===== src/rtl/core/sdda_pkg.sv =====
// Package for the scaled DDA line rasterizer: sequencer states, command codes,
// configuration register indexes and fixed field widths.
// No dependencies; compiled before every other file of the block.
package sdda_pkg;

  // Fixed widths of the configuration registers and the write port.
  localparam int SCALE_BITS     = 16;
  localparam int TRANS_BITS     = 12;
  localparam int CFG_DATA_BITS  = 16;
  localparam int CFG_INDEX_BITS = 3;

  // Configuration register indexes.
  localparam logic [CFG_INDEX_BITS-1:0] REG_SCALE_X     = 3'd0;
  localparam logic [CFG_INDEX_BITS-1:0] REG_SCALE_Y     = 3'd1;
  localparam logic [CFG_INDEX_BITS-1:0] REG_TRANSLATE_X = 3'd2;
  localparam logic [CFG_INDEX_BITS-1:0] REG_TRANSLATE_Y = 3'd3;

  // Register reset values.
  localparam logic [SCALE_BITS-1:0] SCALE_ONE = 16'd256;

  // Input command codes.
  localparam logic CMD_LOAD = 1'b0;
  localparam logic CMD_STEP = 1'b1;

  // Transform sequencing: four coordinates through a two-stage unit.
  localparam logic [2:0] XF_LAT      = 3'd2;
  localparam logic [2:0] XF_LAST_CNT = 3'd5;

  // Edge setup sequencer.
  typedef enum logic [2:0] {
    S_IDLE,
    S_XFORM,
    S_DELTA,
    S_DIVX,
    S_DIVY
  } state_t;

endpackage


===== src/rtl/core/sdda_in_if.sv =====
// Input channel of the line rasterizer: valid/ready handshake with one
// load or step command per transaction. Depends on nothing.
interface sdda_in_if #(
  parameter int COORD_BITS = 12
);
  logic                         valid;
  logic                         ready;
  logic                         command;
  logic signed [COORD_BITS-1:0] x_start;
  logic signed [COORD_BITS-1:0] y_start;
  logic signed [COORD_BITS-1:0] x_end;
  logic signed [COORD_BITS-1:0] y_end;

  modport source (output valid, command, x_start, y_start, x_end, y_end, input ready);
  modport sink   (input valid, command, x_start, y_start, x_end, y_end, output ready);
endinterface


===== src/rtl/core/sdda_out_if.sv =====
// Result channel of the line rasterizer: valid/ready handshake with one
// plotted point per transaction. Depends on nothing.
interface sdda_out_if #(
  parameter int COORD_BITS = 12
);
  logic                         valid;
  logic                         ready;
  logic signed [COORD_BITS-1:0] point_x;
  logic signed [COORD_BITS-1:0] point_y;
  logic                         last_point;

  modport source (output valid, point_x, point_y, last_point, input ready);
  modport sink   (input valid, point_x, point_y, last_point, output ready);
endinterface


===== src/rtl/core/sdda_xform.sv =====
// Shared coordinate transform unit: multiply by a Q8.8 scale, add the offset,
// round half away from zero and saturate. Two stages. Uses sdda_pkg.
module sdda_xform #(
  parameter int COORD_BITS = 12
) (
  input  logic                                 clk,
  input  logic signed [COORD_BITS-1:0]         coord_i,
  input  logic [sdda_pkg::SCALE_BITS-1:0]      scale_i,
  input  logic signed [sdda_pkg::TRANS_BITS-1:0] trans_i,
  output logic signed [COORD_BITS-1:0]         result_o
);
  import sdda_pkg::*;

  localparam int C  = COORD_BITS;
  localparam int PW = C + SCALE_BITS + 1;
  localparam int W  = PW + 1;
  localparam int QW = W - 8;
  localparam logic [QW-1:0] POS_LIM = QW'((1 << (C - 1)) - 1);
  localparam logic [QW-1:0] NEG_LIM = QW'(1 << (C - 1));
  localparam logic signed [C-1:0] C_MAX = C'((1 << (C - 1)) - 1);
  localparam logic signed [C-1:0] C_MIN = C'(1 << (C - 1));

  logic signed [PW-1:0]         prod_nxt;
  logic signed [PW-1:0]         prod_r;
  logic signed [TRANS_BITS-1:0] trans_r;
  logic signed [W-1:0]          sum;
  logic [W-1:0]                 mag;
  logic [W-1:0]                 mag_rnd;
  logic [QW-1:0]                q;
  logic signed [C-1:0]          res_nxt;
  logic signed [C-1:0]          res_r;

  // Stage one: the product of coordinate and unsigned scale.
  assign prod_nxt = coord_i * $signed({1'b0, scale_i});

  always_ff @(posedge clk) begin
    prod_r  <= prod_nxt;
    trans_r <= trans_i;
  end

  // Stage two: add the offset in Q8.8, round the magnitude, saturate.
  always_comb begin
    sum     = W'(prod_r) + W'($signed({trans_r, 8'b0}));
    mag     = sum[W-1] ? -sum : sum;
    mag_rnd = mag + W'(128);
    q       = mag_rnd[W-1:8];
    if (!sum[W-1]) begin
      res_nxt = (q > POS_LIM) ? C_MAX : q[C-1:0];
    end else begin
      res_nxt = (q > NEG_LIM) ? C_MIN : -q[C-1:0];
    end
  end

  always_ff @(posedge clk) begin
    res_r <= res_nxt;
  end

  assign result_o = res_r;

endmodule


===== src/rtl/core/sdda_div.sv =====
// Restoring divider for the per-step increments: (num << FRAC_BITS) / den
// with num <= den, one quotient bit per cycle. Uses sdda_pkg for style only.
module sdda_div #(
  parameter int COORD_BITS = 12,
  parameter int FRAC_BITS  = 16
) (
  input  logic                  clk,
  input  logic                  rst_n,
  input  logic                  start_i,
  input  logic [COORD_BITS-1:0] num_i,
  input  logic [COORD_BITS-1:0] den_i,
  output logic                  done_o,
  output logic [FRAC_BITS:0]    quot_o
);
  import sdda_pkg::*;

  localparam int C  = COORD_BITS;
  localparam int F  = FRAC_BITS;
  localparam int CW = $clog2(F + 2);
  localparam logic [CW-1:0] ITER = CW'(F + 1);

  logic [CW-1:0] cnt_r;
  logic [C:0]    rem_r;
  logic [C-1:0]  den_r;
  logic [F:0]    quot_r;
  logic          done_r;
  logic          busy;
  logic          ge;
  logic [C:0]    diff;

  assign busy = (cnt_r != '0);

  // One restoring step: compare, conditionally subtract, shift.
  always_comb begin
    ge   = (rem_r >= {1'b0, den_r});
    diff = ge ? (rem_r - {1'b0, den_r}) : rem_r;
  end

  // Iteration counter and done pulse.
  always_ff @(posedge clk) begin
    if (!rst_n) begin
      cnt_r  <= '0;
      done_r <= 1'b0;
    end else begin
      done_r <= busy && (cnt_r == CW'(1));
      if (start_i) begin
        cnt_r <= ITER;
      end else if (busy) begin
        cnt_r <= cnt_r - CW'(1);
      end
    end
  end

  // Remainder and quotient datapath.
  always_ff @(posedge clk) begin
    if (start_i) begin
      rem_r  <= {1'b0, num_i};
      den_r  <= den_i;
      quot_r <= '0;
    end else if (busy) begin
      rem_r  <= {diff[C-1:0], 1'b0};
      quot_r <= {quot_r[F-1:0], ge};
    end
  end

  assign done_o = done_r;
  assign quot_o = quot_r;

endmodule


===== src/rtl/core/scaled_dda_line_rasterizer_unit.sv =====
// Scaled DDA line rasterizer, top level.
// Depends on sdda_pkg, sdda_in_if, sdda_out_if, sdda_xform and sdda_div.
//
// Usage: the input channel carries commands. A load transaction brings the
// two endpoints of an edge; they are scaled by the Q8.8 factors, offset,
// rounded half away from zero and saturated, and the per-step increments
// are divided out. A load gives no result. Each step transaction then gives
// the next rounded point on the result channel, with last_point set on the
// edge's final point; a step with no edge active gives nothing. A load in
// the middle of an edge replaces it.
// After a load transaction ready stays low for the four passes through the
// shared transform unit and the two passes through the bit-serial divider.
// A step's point is registered and shown the cycle after the step is taken.
// The output register lets a step be taken while the previous point is
// being taken in the same cycle; while the receiver stalls, ready stays low
// and the point holds. Configuration is written through cfg_we, cfg_index and
// cfg_wdata; the user must write it only while the block is idle, and the
// block itself does not enforce this. Synchronous reset loads the default
// registers (scale one, no offset) and drops any edge.
module scaled_dda_line_rasterizer_unit #(
  parameter int COORD_BITS = 12,
  parameter int FRAC_BITS  = 16
) (
  input  logic                                clk,
  input  logic                                rst_n,
  sdda_in_if.sink                             in_if,
  sdda_out_if.source                          out_if,
  input  logic                                cfg_we,
  input  logic [sdda_pkg::CFG_INDEX_BITS-1:0] cfg_index,
  input  logic [sdda_pkg::CFG_DATA_BITS-1:0]  cfg_wdata
);
  import sdda_pkg::*;

  localparam int C = COORD_BITS;
  localparam int F = FRAC_BITS;
  localparam int P = C + F + 1;
  localparam logic [C+1:0] POS_LIM = (C+2)'((1 << (C - 1)) - 1);
  localparam logic [C+1:0] NEG_LIM = (C+2)'(1 << (C - 1));
  localparam logic signed [C-1:0] C_MAX = C'((1 << (C - 1)) - 1);
  localparam logic signed [C-1:0] C_MIN = C'(1 << (C - 1));
  localparam logic [P:0] HALF = (P+1)'(1) << (F - 1);

  // Round a position half away from zero and saturate it to a coordinate.
  function automatic logic signed [C-1:0] rnd_sat(input logic signed [P-1:0] v);
    logic [P-1:0] mag;
    logic [P:0]   sum;
    logic [C+1:0] q;
    mag = v[P-1] ? -v : v;
    sum = {1'b0, mag} + HALF;
    q   = sum[P:F];
    if (!v[P-1]) begin
      rnd_sat = (q > POS_LIM) ? C_MAX : q[C-1:0];
    end else begin
      rnd_sat = (q > NEG_LIM) ? C_MIN : -q[C-1:0];
    end
  endfunction

  state_t state_r, state_nxt;

  logic [SCALE_BITS-1:0]        scale_x_r, scale_y_r;
  logic signed [TRANS_BITS-1:0] trans_x_r, trans_y_r;

  logic signed [C-1:0] raw_r [0:3];
  logic signed [C-1:0] coord_r [0:3];
  logic [2:0]          xf_cnt_r;
  logic [1:0]          xf_wr_idx;
  logic signed [C-1:0] xf_res;

  logic signed [P-1:0] pos_x_r, pos_y_r, step_x_r, step_y_r;
  logic [C:0]          points_left_r;
  logic                edge_active_r;
  logic [C-1:0]        ay_r, steps_r;
  logic                neg_x_r, neg_y_r;

  logic                out_valid_r;
  logic signed [C-1:0] point_x_r, point_y_r;
  logic                last_r;

  logic                in_ready, in_acc, load_go, step_emit;
  logic                div_start, div_done;
  logic [C-1:0]        div_num, div_den;
  logic [F:0]          div_quot;
  logic signed [C:0]   dx, dy, adx, ady;
  logic [C-1:0]        ax, ay, steps_c;
  logic [P-1:0]        q_ext, step_val;
  logic                xf_capture;

  // Configuration registers.
  always_ff @(posedge clk) begin
    if (!rst_n) begin
      scale_x_r <= SCALE_ONE;
      scale_y_r <= SCALE_ONE;
      trans_x_r <= '0;
      trans_y_r <= '0;
    end else if (cfg_we) begin
      unique case (cfg_index)
        REG_SCALE_X:     scale_x_r <= cfg_wdata[SCALE_BITS-1:0];
        REG_SCALE_Y:     scale_y_r <= cfg_wdata[SCALE_BITS-1:0];
        REG_TRANSLATE_X: trans_x_r <= cfg_wdata[TRANS_BITS-1:0];
        REG_TRANSLATE_Y: trans_y_r <= cfg_wdata[TRANS_BITS-1:0];
        default: ;
      endcase
    end
  end

  // Handshake decode.
  assign in_acc    = in_if.valid && in_ready;
  assign load_go   = in_acc && (in_if.command == CMD_LOAD);
  assign step_emit = in_acc && (in_if.command == CMD_STEP) && edge_active_r &&
                     (points_left_r != '0);

  // Sequencer: next state.
  always_comb begin
    state_nxt = state_r;
    unique case (state_r)
      S_IDLE:  if (load_go) state_nxt = S_XFORM;
      S_XFORM: if (xf_cnt_r == XF_LAST_CNT) state_nxt = S_DELTA;
      S_DELTA: state_nxt = S_DIVX;
      S_DIVX:  if (div_done) state_nxt = S_DIVY;
      S_DIVY:  if (div_done) state_nxt = S_IDLE;
      default: state_nxt = S_IDLE;
    endcase
  end

  // Sequencer: outputs.
  always_comb begin
    in_ready   = 1'b0;
    div_start  = 1'b0;
    xf_capture = 1'b0;
    unique case (state_r)
      S_IDLE:  in_ready = !out_valid_r || out_if.ready;
      S_XFORM: xf_capture = (xf_cnt_r >= XF_LAT);
      S_DELTA: div_start = 1'b1;
      S_DIVX:  div_start = div_done;
      S_DIVY:  ;
      default: ;
    endcase
  end

  always_ff @(posedge clk) begin
    if (!rst_n) begin
      state_r <= S_IDLE;
    end else begin
      state_r <= state_nxt;
    end
  end

  // Transform pass counter; coordinates go through in load order.
  always_ff @(posedge clk) begin
    if (!rst_n) begin
      xf_cnt_r <= '0;
    end else if (load_go) begin
      xf_cnt_r <= '0;
    end else if (state_r == S_XFORM) begin
      xf_cnt_r <= xf_cnt_r + 3'd1;
    end
  end

  // Raw endpoints held for the transform passes.
  always_ff @(posedge clk) begin
    if (load_go) begin
      raw_r[0] <= in_if.x_start;
      raw_r[1] <= in_if.y_start;
      raw_r[2] <= in_if.x_end;
      raw_r[3] <= in_if.y_end;
    end
  end

  sdda_xform #(
    .COORD_BITS (C)
  ) u_xform (
    .clk      (clk),
    .coord_i  (raw_r[xf_cnt_r[1:0]]),
    .scale_i  (xf_cnt_r[0] ? scale_y_r : scale_x_r),
    .trans_i  (xf_cnt_r[0] ? trans_y_r : trans_x_r),
    .result_o (xf_res)
  );

  // Transformed endpoints come back through the product and result registers of the transform unit.
  assign xf_wr_idx = 2'(xf_cnt_r - XF_LAT);

  always_ff @(posedge clk) begin
    if (xf_capture) begin
      coord_r[xf_wr_idx] <= xf_res;
    end
  end

  // Deltas and step count from the transformed endpoints.
  always_comb begin
    dx      = (C+1)'(coord_r[2]) - (C+1)'(coord_r[0]);
    dy      = (C+1)'(coord_r[3]) - (C+1)'(coord_r[1]);
    adx     = dx[C] ? -dx : dx;
    ady     = dy[C] ? -dy : dy;
    ax      = adx[C-1:0];
    ay      = ady[C-1:0];
    steps_c = (ax > ay) ? ax : ay;
  end

  // Divider operands: x in the setup cycle, y when the x result lands.
  assign div_num = (state_r == S_DELTA) ? ax : ay_r;
  assign div_den = (state_r == S_DELTA) ? steps_c : steps_r;

  sdda_div #(
    .COORD_BITS (C),
    .FRAC_BITS  (F)
  ) u_div (
    .clk     (clk),
    .rst_n   (rst_n),
    .start_i (div_start),
    .num_i   (div_num),
    .den_i   (div_den),
    .done_o  (div_done),
    .quot_o  (div_quot)
  );

  // Signed increment from the quotient; a zero-length edge does not move.
  always_comb begin
    q_ext = P'(div_quot);
    if (steps_r == '0) begin
      step_val = '0;
    end else begin
      step_val = (state_r == S_DIVX ? neg_x_r : neg_y_r) ? -q_ext : q_ext;
    end
  end

  // Edge datapath: setup values, increments and stepping.
  always_ff @(posedge clk) begin
    if (state_r == S_DELTA) begin
      pos_x_r <= P'(coord_r[0]) << F;
      pos_y_r <= P'(coord_r[1]) << F;
      ay_r    <= ay;
      steps_r <= steps_c;
      neg_x_r <= dx[C];
      neg_y_r <= dy[C];
    end else if (step_emit) begin
      pos_x_r <= pos_x_r + step_x_r;
      pos_y_r <= pos_y_r + step_y_r;
    end
    if (state_r == S_DIVX && div_done) begin
      step_x_r <= step_val;
    end
    if (state_r == S_DIVY && div_done) begin
      step_y_r <= step_val;
    end
  end

  // Edge control: remaining points and the active flag.
  always_ff @(posedge clk) begin
    if (!rst_n) begin
      points_left_r <= '0;
      edge_active_r <= 1'b0;
    end else if (state_r == S_DELTA) begin
      points_left_r <= {1'b0, steps_c} + (C+1)'(1);
      edge_active_r <= 1'b1;
    end else if (step_emit) begin
      points_left_r <= points_left_r - (C+1)'(1);
      if (points_left_r == (C+1)'(1)) begin
        edge_active_r <= 1'b0;
      end
    end else if (in_acc && in_if.command == CMD_STEP) begin
      edge_active_r <= 1'b0;
    end
  end

  // Output register: filled by a step, emptied when the receiver takes it.
  always_ff @(posedge clk) begin
    if (!rst_n) begin
      out_valid_r <= 1'b0;
    end else if (step_emit) begin
      out_valid_r <= 1'b1;
    end else if (out_if.ready) begin
      out_valid_r <= 1'b0;
    end
  end

  always_ff @(posedge clk) begin
    if (step_emit) begin
      point_x_r <= rnd_sat(pos_x_r);
      point_y_r <= rnd_sat(pos_y_r);
      last_r    <= (points_left_r == (C+1)'(1));
    end
  end

  assign in_if.ready       = in_ready;
  assign out_if.valid      = out_valid_r;
  assign out_if.point_x    = point_x_r;
  assign out_if.point_y    = point_y_r;
  assign out_if.last_point = last_r;

endmodule


===== src/flat_wrapper.sv =====
// flat-port wrapper written by rule: the top's interface ports become plain ports
module scaled_dda_line_rasterizer_unit_flat import sdda_pkg::*;
#(
  parameter int COORD_BITS = 12,
  parameter int FRAC_BITS  = 16
)
  (clk, rst_n, cfg_we, cfg_index, cfg_wdata, in_if_valid, in_if_command, in_if_x_start, in_if_y_start, in_if_x_end, in_if_y_end, in_if_ready, out_if_valid, out_if_point_x, out_if_point_y, out_if_last_point, out_if_ready);
  sdda_in_if #(.COORD_BITS(COORD_BITS)) in_if_i ();
  sdda_out_if #(.COORD_BITS(COORD_BITS)) out_if_i ();
  input  logic clk;
  input  logic rst_n;
  input  logic cfg_we;
  input  logic [sdda_pkg::CFG_INDEX_BITS-1:0] cfg_index;
  input  logic [sdda_pkg::CFG_DATA_BITS-1:0] cfg_wdata;
  input wire logic [$bits(in_if_i.valid)-1:0] in_if_valid;
  input wire logic [$bits(in_if_i.command)-1:0] in_if_command;
  input wire logic [$bits(in_if_i.x_start)-1:0] in_if_x_start;
  input wire logic [$bits(in_if_i.y_start)-1:0] in_if_y_start;
  input wire logic [$bits(in_if_i.x_end)-1:0] in_if_x_end;
  input wire logic [$bits(in_if_i.y_end)-1:0] in_if_y_end;
  output wire logic [$bits(in_if_i.ready)-1:0] in_if_ready;
  output wire logic [$bits(out_if_i.valid)-1:0] out_if_valid;
  output wire logic [$bits(out_if_i.point_x)-1:0] out_if_point_x;
  output wire logic [$bits(out_if_i.point_y)-1:0] out_if_point_y;
  output wire logic [$bits(out_if_i.last_point)-1:0] out_if_last_point;
  input wire logic [$bits(out_if_i.ready)-1:0] out_if_ready;
  assign in_if_i.valid = in_if_valid;
  assign in_if_i.command = in_if_command;
  assign in_if_i.x_start = in_if_x_start;
  assign in_if_i.y_start = in_if_y_start;
  assign in_if_i.x_end = in_if_x_end;
  assign in_if_i.y_end = in_if_y_end;
  assign in_if_ready = in_if_i.ready;
  assign out_if_valid = out_if_i.valid;
  assign out_if_point_x = out_if_i.point_x;
  assign out_if_point_y = out_if_i.point_y;
  assign out_if_last_point = out_if_i.last_point;
  assign out_if_i.ready = out_if_ready;
  scaled_dda_line_rasterizer_unit #(.COORD_BITS(COORD_BITS), .FRAC_BITS(FRAC_BITS)) u_core (.clk(clk), .rst_n(rst_n), .in_if(in_if_i), .out_if(out_if_i), .cfg_we(cfg_we), .cfg_index(cfg_index), .cfg_wdata(cfg_wdata));
endmodule

===== config.mk =====
export PLATFORM = sky130hd
export DESIGN_NAME = scaled_dda_line_rasterizer_unit_flat
export DESIGN_NICKNAME = d
export VERILOG_FILES = /design/src/rtl/core/sdda_pkg.sv /design/src/rtl/core/sdda_in_if.sv /design/src/rtl/core/sdda_out_if.sv /design/src/rtl/core/sdda_xform.sv /design/src/rtl/core/sdda_div.sv /design/src/rtl/core/scaled_dda_line_rasterizer_unit.sv /design/src/flat_wrapper.sv
export SDC_FILE = /design/constraint.sdc
export NUM_CORES = 1
export LEC_CHECK = 0
export BUFFER_PORTS_ARGS = -buffer_cell sky130_fd_sc_hd__buf_2
export CAP_MARGIN = 20
export CORE_AREA = 4 4 338 423
export CTS_BUF_LIST = sky130_fd_sc_hd__clkbuf_16
export DETAILED_ROUTE_END_ITERATION = 10
export DIE_AREA = 0 0 342 427
export PLACE_DENSITY = 0.46
export SLEW_MARGIN = 40
export SYNTH_ARGS = -nofsm -noshare
export SYNTH_HDL_FRONTEND = slang
export SYNTH_SLANG_ARGS = --single-unit

===== constraint.sdc =====
create_clock -name clk -period 20.3 [get_ports clk]
set_input_delay 1.015 -clock clk [delete_from_list [all_inputs] [get_ports clk]]
set_output_delay 1.015 -clock clk [all_outputs]
set_load 0.01 [all_outputs]

### Yosys cells after proc, flatten, opt, wreduce, memory -nomap -nowiden

Memory sizes are Yosys's and may differ from the RTL's. A register that Yosys moved wholly into a read port is not among the register bits.
Cells that the tools add are included.

* flip-flop bits (word level): 345
* memory bits (writable): 96
* output and inout port bits: 27
* memories kept: 2

Memories
* u_core.coord_r: words 4, bits a word 12, read ports 4, clocked after memory_dff 0, write ports 1, line scaled_dda_line_rasterizer_unit.sv:64 `logic signed [C-1:0] coord_r [0:3];`
* u_core.raw_r: words 4, bits a word 12, read ports 1, clocked after memory_dff 1, write ports 4, line scaled_dda_line_rasterizer_unit.sv:63 `logic signed [C-1:0] raw_r [0:3];`

* $lt $le $gt $ge: 9
* multiply operators: 1
* muxes and demuxes: 53
* bitwise operators: 2
* eq/ne operators: 15
* reduce and logical (&&, ||, !) cells: 27
* $add $sub $neg: 23

Operators by type and width (count)
* $mux W29: 8
* $mux W12: 18
* $add A29 B16 Y30 const B: 2
* $neg A12 Y12: 5
* $add A29 B29 Y29: 2
* $neg A29 Y29: 2
* $add A29 B20 Y30: 1
* $add A30 B8 Y30 const B: 1
* $mux W30: 1
* $neg A30 Y30: 1
* $mul A12 B17 Y29: 1
* $neg A17 Y29: 1
* $gt A14 B11 Y1 const B: 2
* $gt A14 B12 Y1 const B: 2
* $mux W13: 2
* $sub A12 B12 Y13: 2
* $gt A22 B11 Y1 const B: 1
* $gt A22 B12 Y1 const B: 1
* $mux W16: 1
* $pmux W3 S5: 1
* $add A12 B1 Y13 const B: 1
* $eq A13 B1 Y1 const B: 1
* $ge A13 B12 Y1: 1
* $mux W1: 13
* 31 further kinds: 59

### Logic depth before layout (Yosys ltp)

* word-level depth: 9
* mapped depth: 30
* depth with buffers taken out: 28

### Modules after synthesis

Synthesis repeated with hierarchy kept, for this count alone.

* cells, all modules: 3643
* area, all modules: 33687.3 sq um

By module, submodules not included
* scaled_dda_line_rasterizer_unit: area an instance 20701.1 sq um, seq. area each 9038.7 sq um, cells an instance 2155, times used 1
* sdda_xform: area an instance 10476.3 sq um, seq. area each 1061.0 sq um, cells an instance 1241, times used 1
* sdda_div: area an instance 2509.9 sq um, seq. area each 1201.2 sq um, cells an instance 247, times used 1

### Worst setup path before layout

OpenSTA, ideal clock, no wires.

* path type: register -> register
* from: register with a tool-made name
* to: register u_core.u_xform.prod_r[25]
* arrival: 6.768 ns
* cell stages (with the launch flop): 29
* path buffers: 3
* setup slack: 13.460 ns
* path through: dfxtp_1 > clkbuf_1 > buf_1 > mux4_2 > clkbuf_1 > nand2_1 > fa_1 > inv_1 > ha_1 > inv_1 > fa_1 > fa_1 > fa_1 > inv_1 > ha_1 > nor2b_1 > o21ai_0 > a21boi_0 > o21ai_0 > a21boi_0 > o21ai_0 > a21boi_0 > o21ai_0 > nand2b_1 > a31o_2 > a211oi_1 > o31ai_1 > a21oi_1 > xnor2_1

RTL lines
* end signal, assigned: line sdda_xform.sv:37 `prod_r <= prod_nxt;`
* end, declared: line sdda_xform.sv:24 `logic signed [PW-1:0] prod_r;`

### Worst setup path in the final report

* from: register u_core.xf_cnt_r[0]
* to: register u_core.u_xform.prod_r[27]

* cells in the longest elaborated chain, start to end: 2

Ends and longest elaborated chain
* start, declared: line scaled_dda_line_rasterizer_unit.sv:65 `logic [2:0] xf_cnt_r;`
* start signal, assigned: line scaled_dda_line_rasterizer_unit.sv:155 `xf_cnt_r <= xf_cnt_r + 3'd1;`
* $mux W16: line scaled_dda_line_rasterizer_unit.sv:174 `.scale_i (xf_cnt_r[0] ? scale_y_r : scale_x_r),`
* $mul A12 B17 Y29: line sdda_xform.sv:34 `assign prod_nxt = coord_i * $signed({1'b0, scale_i});`
* via u_core.u_xform.prod_nxt[27]: line sdda_xform.sv:23 `logic signed [PW-1:0] prod_nxt;`

The timed path passes the listed nets, and every way through them passes these cells.
A chain may end at the register's enable or synchronous reset.

==> flow_metrics.py <==
metrics = {
    "critical_path": {
        "r2r_slack_ns": 13.29,
        "reg2reg_to": "u_core.u_xform.prod_r[27]",
        "slowest_delay_ns": 0.55,
        "critPathMaxFanout": 44,
        "crit_arrival_ns": 7.58,
        "required_ns": 20.87,
        "worstSetupEndpointType": "flip-flop",
        "startpoint": "u_core.xf_cnt_r[0]",
        "critPathSlowestCell": "fa_1",
        "critPathKind": "reg2reg",
        "path_buf_inv": 4,
        "critical-path-top-delay-family": "adder cells",
        "reg2regPathDepth": 26,
        "critPathLaunchType": "flip-flop",
        "crit-reg2reg-launch": "u_core.xf_cnt_r[0]",
    },
    "power": {
        "power.switching_mw": 2.004,
        "p_clk_share_pct": 21.6,
        "swShare_pct": 42.68,
        "leakage_nw": 14.65,
        "finalPower_mw": 4.697,
        "power.share.combinational_pct": 49.5,
        "p_int_mw": 2.692,
        "ir_drop_uv": 67.60,
        "pwr_density_cell_mw_per_mm2": 129.5,
        "power_frac_seq_pct": 28.8,
    },
    "drt": {
        "dr.pass1.iters": 5,
        "viasPerCell": 4.465,
        "drc": 0,
        "drt_wl_total_microns": 86640,
        "drt_iter0_drc": 1043,
        "ant_nets": 0,
        "wl_per_cell_microns": 16.08,
        "vias": 24055,
    },
    "layout": {
        "nets": 3932,
        "area_growth_pct": 14.05,
        "post-route-util_pct": 26.13,
        "multi_input_area_sq_mm": 0.01888,
        "fillers": 14921,
        "layout_common_cells": "446 x nand2_1, 325 x inv_1, 243 x edfxtp_1",
        "seq_area_sq_mm": 0.01130,
        "layout-drive-gt1-share_pct": 8.532,
        "instances_no_fill": 5388,
        "antennaDiodeCount": 0,
        "final_common_cell": "nand2_1",
    },
    "timing": {
        "period_needed_ns": 7.011,
        "finalSetupViolations": 0,
        "hold_viol": 0,
        "slew_headroom_pct": 44.17,
        "clock_skew_ns": 0.05881,
        "tightest_slew_ns": 0.8344,
        "slew_viol_final": 0,
        "finalSetupTns_ns": 0,
        "finalCritPeriodShare_pct": 34.54,
        "rsz0062_at_grt": "false",
        "fmax_ghz": 0.1426,
        "hold_ws_ns": 0.4591,
    },
    "placement": {
        "dp.cells": 5283,
        "port_buffers": 99,
        "place_hpwl_microns": 66570,
        "place.gp.congestion": 0.8408,
    },
    "yosys": {
        "synth.area.mux_share_pct": 2.943,
        "synth_warnings": 0,
        "syn_inst": 3435,
        "synth_area_sq_mm": 0.03180,
        "synthArstFlopShare_pct": 0,
        "synth_edf_count": 243,
        "yosys_register_bits": 443,
        "synth_compound_area_share_pct": 15.04,
        "synth_ff_type": "edfxtp_1",
        "synth-xor-area-share_pct": 5.867,
        "synth.avg_cell_area_sq_um": 9.257,
        "synth.distinct_cells": 93,
        "synthAdderAreaFrac_pct": 18.41,
        "syn_nets": 3886,
        "synth-simple-area-share_pct": 16.82,
        "yosysSeqAreaShare_pct": 35.54,
        "synth_top_family_by_area": "adder cells",
    },
    "min_path": {
        "holdPathStages": 2,
        "min_path_type": "reg2reg",
        "hold-path-endpoint": "u_core.trans_x_r[0]",
        "min-delay-start": "u_core.trans_x_r[0]",
    },
    "global_route": {
        "antenna_found_initial": 9,
        "grt_pass1_vias": 24624,
        "overflow": 0,
        "grt_max_degree": 73,
        "grt_pass1_wl_microns": 137200,
        "grt_usage_pct": 11.77,
    },
    "cts": {
        "clock_sinks": 443,
        "clk_pin_slew_ns": 0.06,
        "cts-buffers-inserted": 56,
        "clockBufferDepth": 3,
        "cts_tree": "done",
        "postCtsHoldBufs": 0,
        "cts.repair.resized": 0,
        "htreeDepth": 2,
        "postCtsSetupRepairBufs": 0,
        "clock_latency_ns": 0.67,
        "clockRootBuffer": "clkbuf_16",
    },
    "floorplan": {
        "rows": 153,
        "chipWidth_microns": 342,
        "die_area_sq_mm": 0.1460,
        "start_util_pct": 22.91,
        "coreArea_sq_mm": 0.1388,
        "die_h_microns": 427,
        "io_pins": 100,
    },
    "run_status": {
        "status": "completed",
    },
    "flow_run": {
        "cap_violations": 0,
    },
}
layout make-up:
class                   instances  area share [%]
well taps                    1860           6.417
clock inverters                49           1.315
clock buffers                  56           3.864
inverters                     315           3.260
multi-input cells            2540           52.07
flip-flops and latches        443           31.17
repair buffers                125           1.904
worst max-delay path by stage:
stage          depth (start not counted)  slack, ns                        end
2_1_floorplan                         28      13.46  u_core.u_xform.prod_r[25]
3_3_place_gp                          25      12.96  u_core.u_xform.prod_r[27]
3_5_place_dp                          26      13.16  u_core.u_xform.prod_r[27]
4_1_cts                               26      13.17  u_core.u_xform.prod_r[27]
5_1_grt                               26      12.63  u_core.u_xform.prod_r[25]
6_report                              26      13.29  u_core.u_xform.prod_r[27]
cell families after synthesis:
| group | Yosys count |
|---|---|
| AND/OR/NAND/NOR | 1128 |
| adder cells (fa/ha/maj) | 380 |
| buffers and inverters | 452 |
| flip-flops | 443 |
| multiplexers | 78 |
| AO/OA/AOI/OAI | 741 |
| XOR/XNOR | 213 |
synth_stat cells (all sizes together) (31+ instances only):
cell	n	area [sq um]
and3	31	193.9
fa	147	2943
and2	38	237.7
o21ai	171	859.6
dfxtp	200	4004
nand2b	44	275.3
mux2i	35	350.3
nor2	209	784.5
ha	231	2890
a21oi	191	955.9
a21boi	68	510.5
nand3	87	435.4
nor2b	42	262.8
nand2	448	1684
xor2	87	762.0
xnor2	126	1104
edfxtp	243	7297
a21o	54	405.4
clkbuf	119	446.7
mux2	34	382.9
nor3	79	411.7
inv	315	1182
nand4	32	200.2
through the flow:
stage                     cell area, sq um  setup WS [ns]
after floorplan                      31800          13.46
after detailed placement             34370          13.16
after CTS                            36250          13.17
final                                36260          13.29
after global routing                 36260          12.63
after global placement               34350          12.96
power groups by stage:
stage / Clock, mW / Combinational [mW] / Sequential, mW
2_1_floorplan: 0 / 1.81 / 1.30
3_3_place_gp: 0 / 2.33 / 1.37
3_5_place_dp: 0 / 2.34 / 1.38
4_1_cts: 1.06 / 2.36 / 1.36
5_1_grt: 1.09 / 2.66 / 1.38
6_report: 1.02 / 2.33 / 1.35
state kept, by name, indices dropped and copies added, names as in the netlist, 13 cells and up, named ones only:
name	cells
u_core.points_left_r	13
u_core.pos_x_r	29
u_core.step_y_r	29
u_core.coord_r	48
u_core.u_div.quot_o	17
u_core.raw_r	48
u_core.u_div.rem_r	13
u_core.scale_x_r	16
u_core.scale_y_r	16
u_core.step_x_r	29
u_core.pos_y_r	29
u_core.u_xform.prod_r	29
worst min-delay path: cells and delay by family (launching register included):
family	cells	cell delay, ns
compound gates	1	0.06
simple gates	1	0.04
flops	1	0.30
layer usage:
layer	routed length [microns]	up-vias	GRT usage, %
li1	-	12098	-
met1	36930	11444	13.86
met2	44600	374	22.12
met3	2651	139	1.723
met4	2451	0	3.167
met5	0	-	0
(Power assumes the default switching activity.)
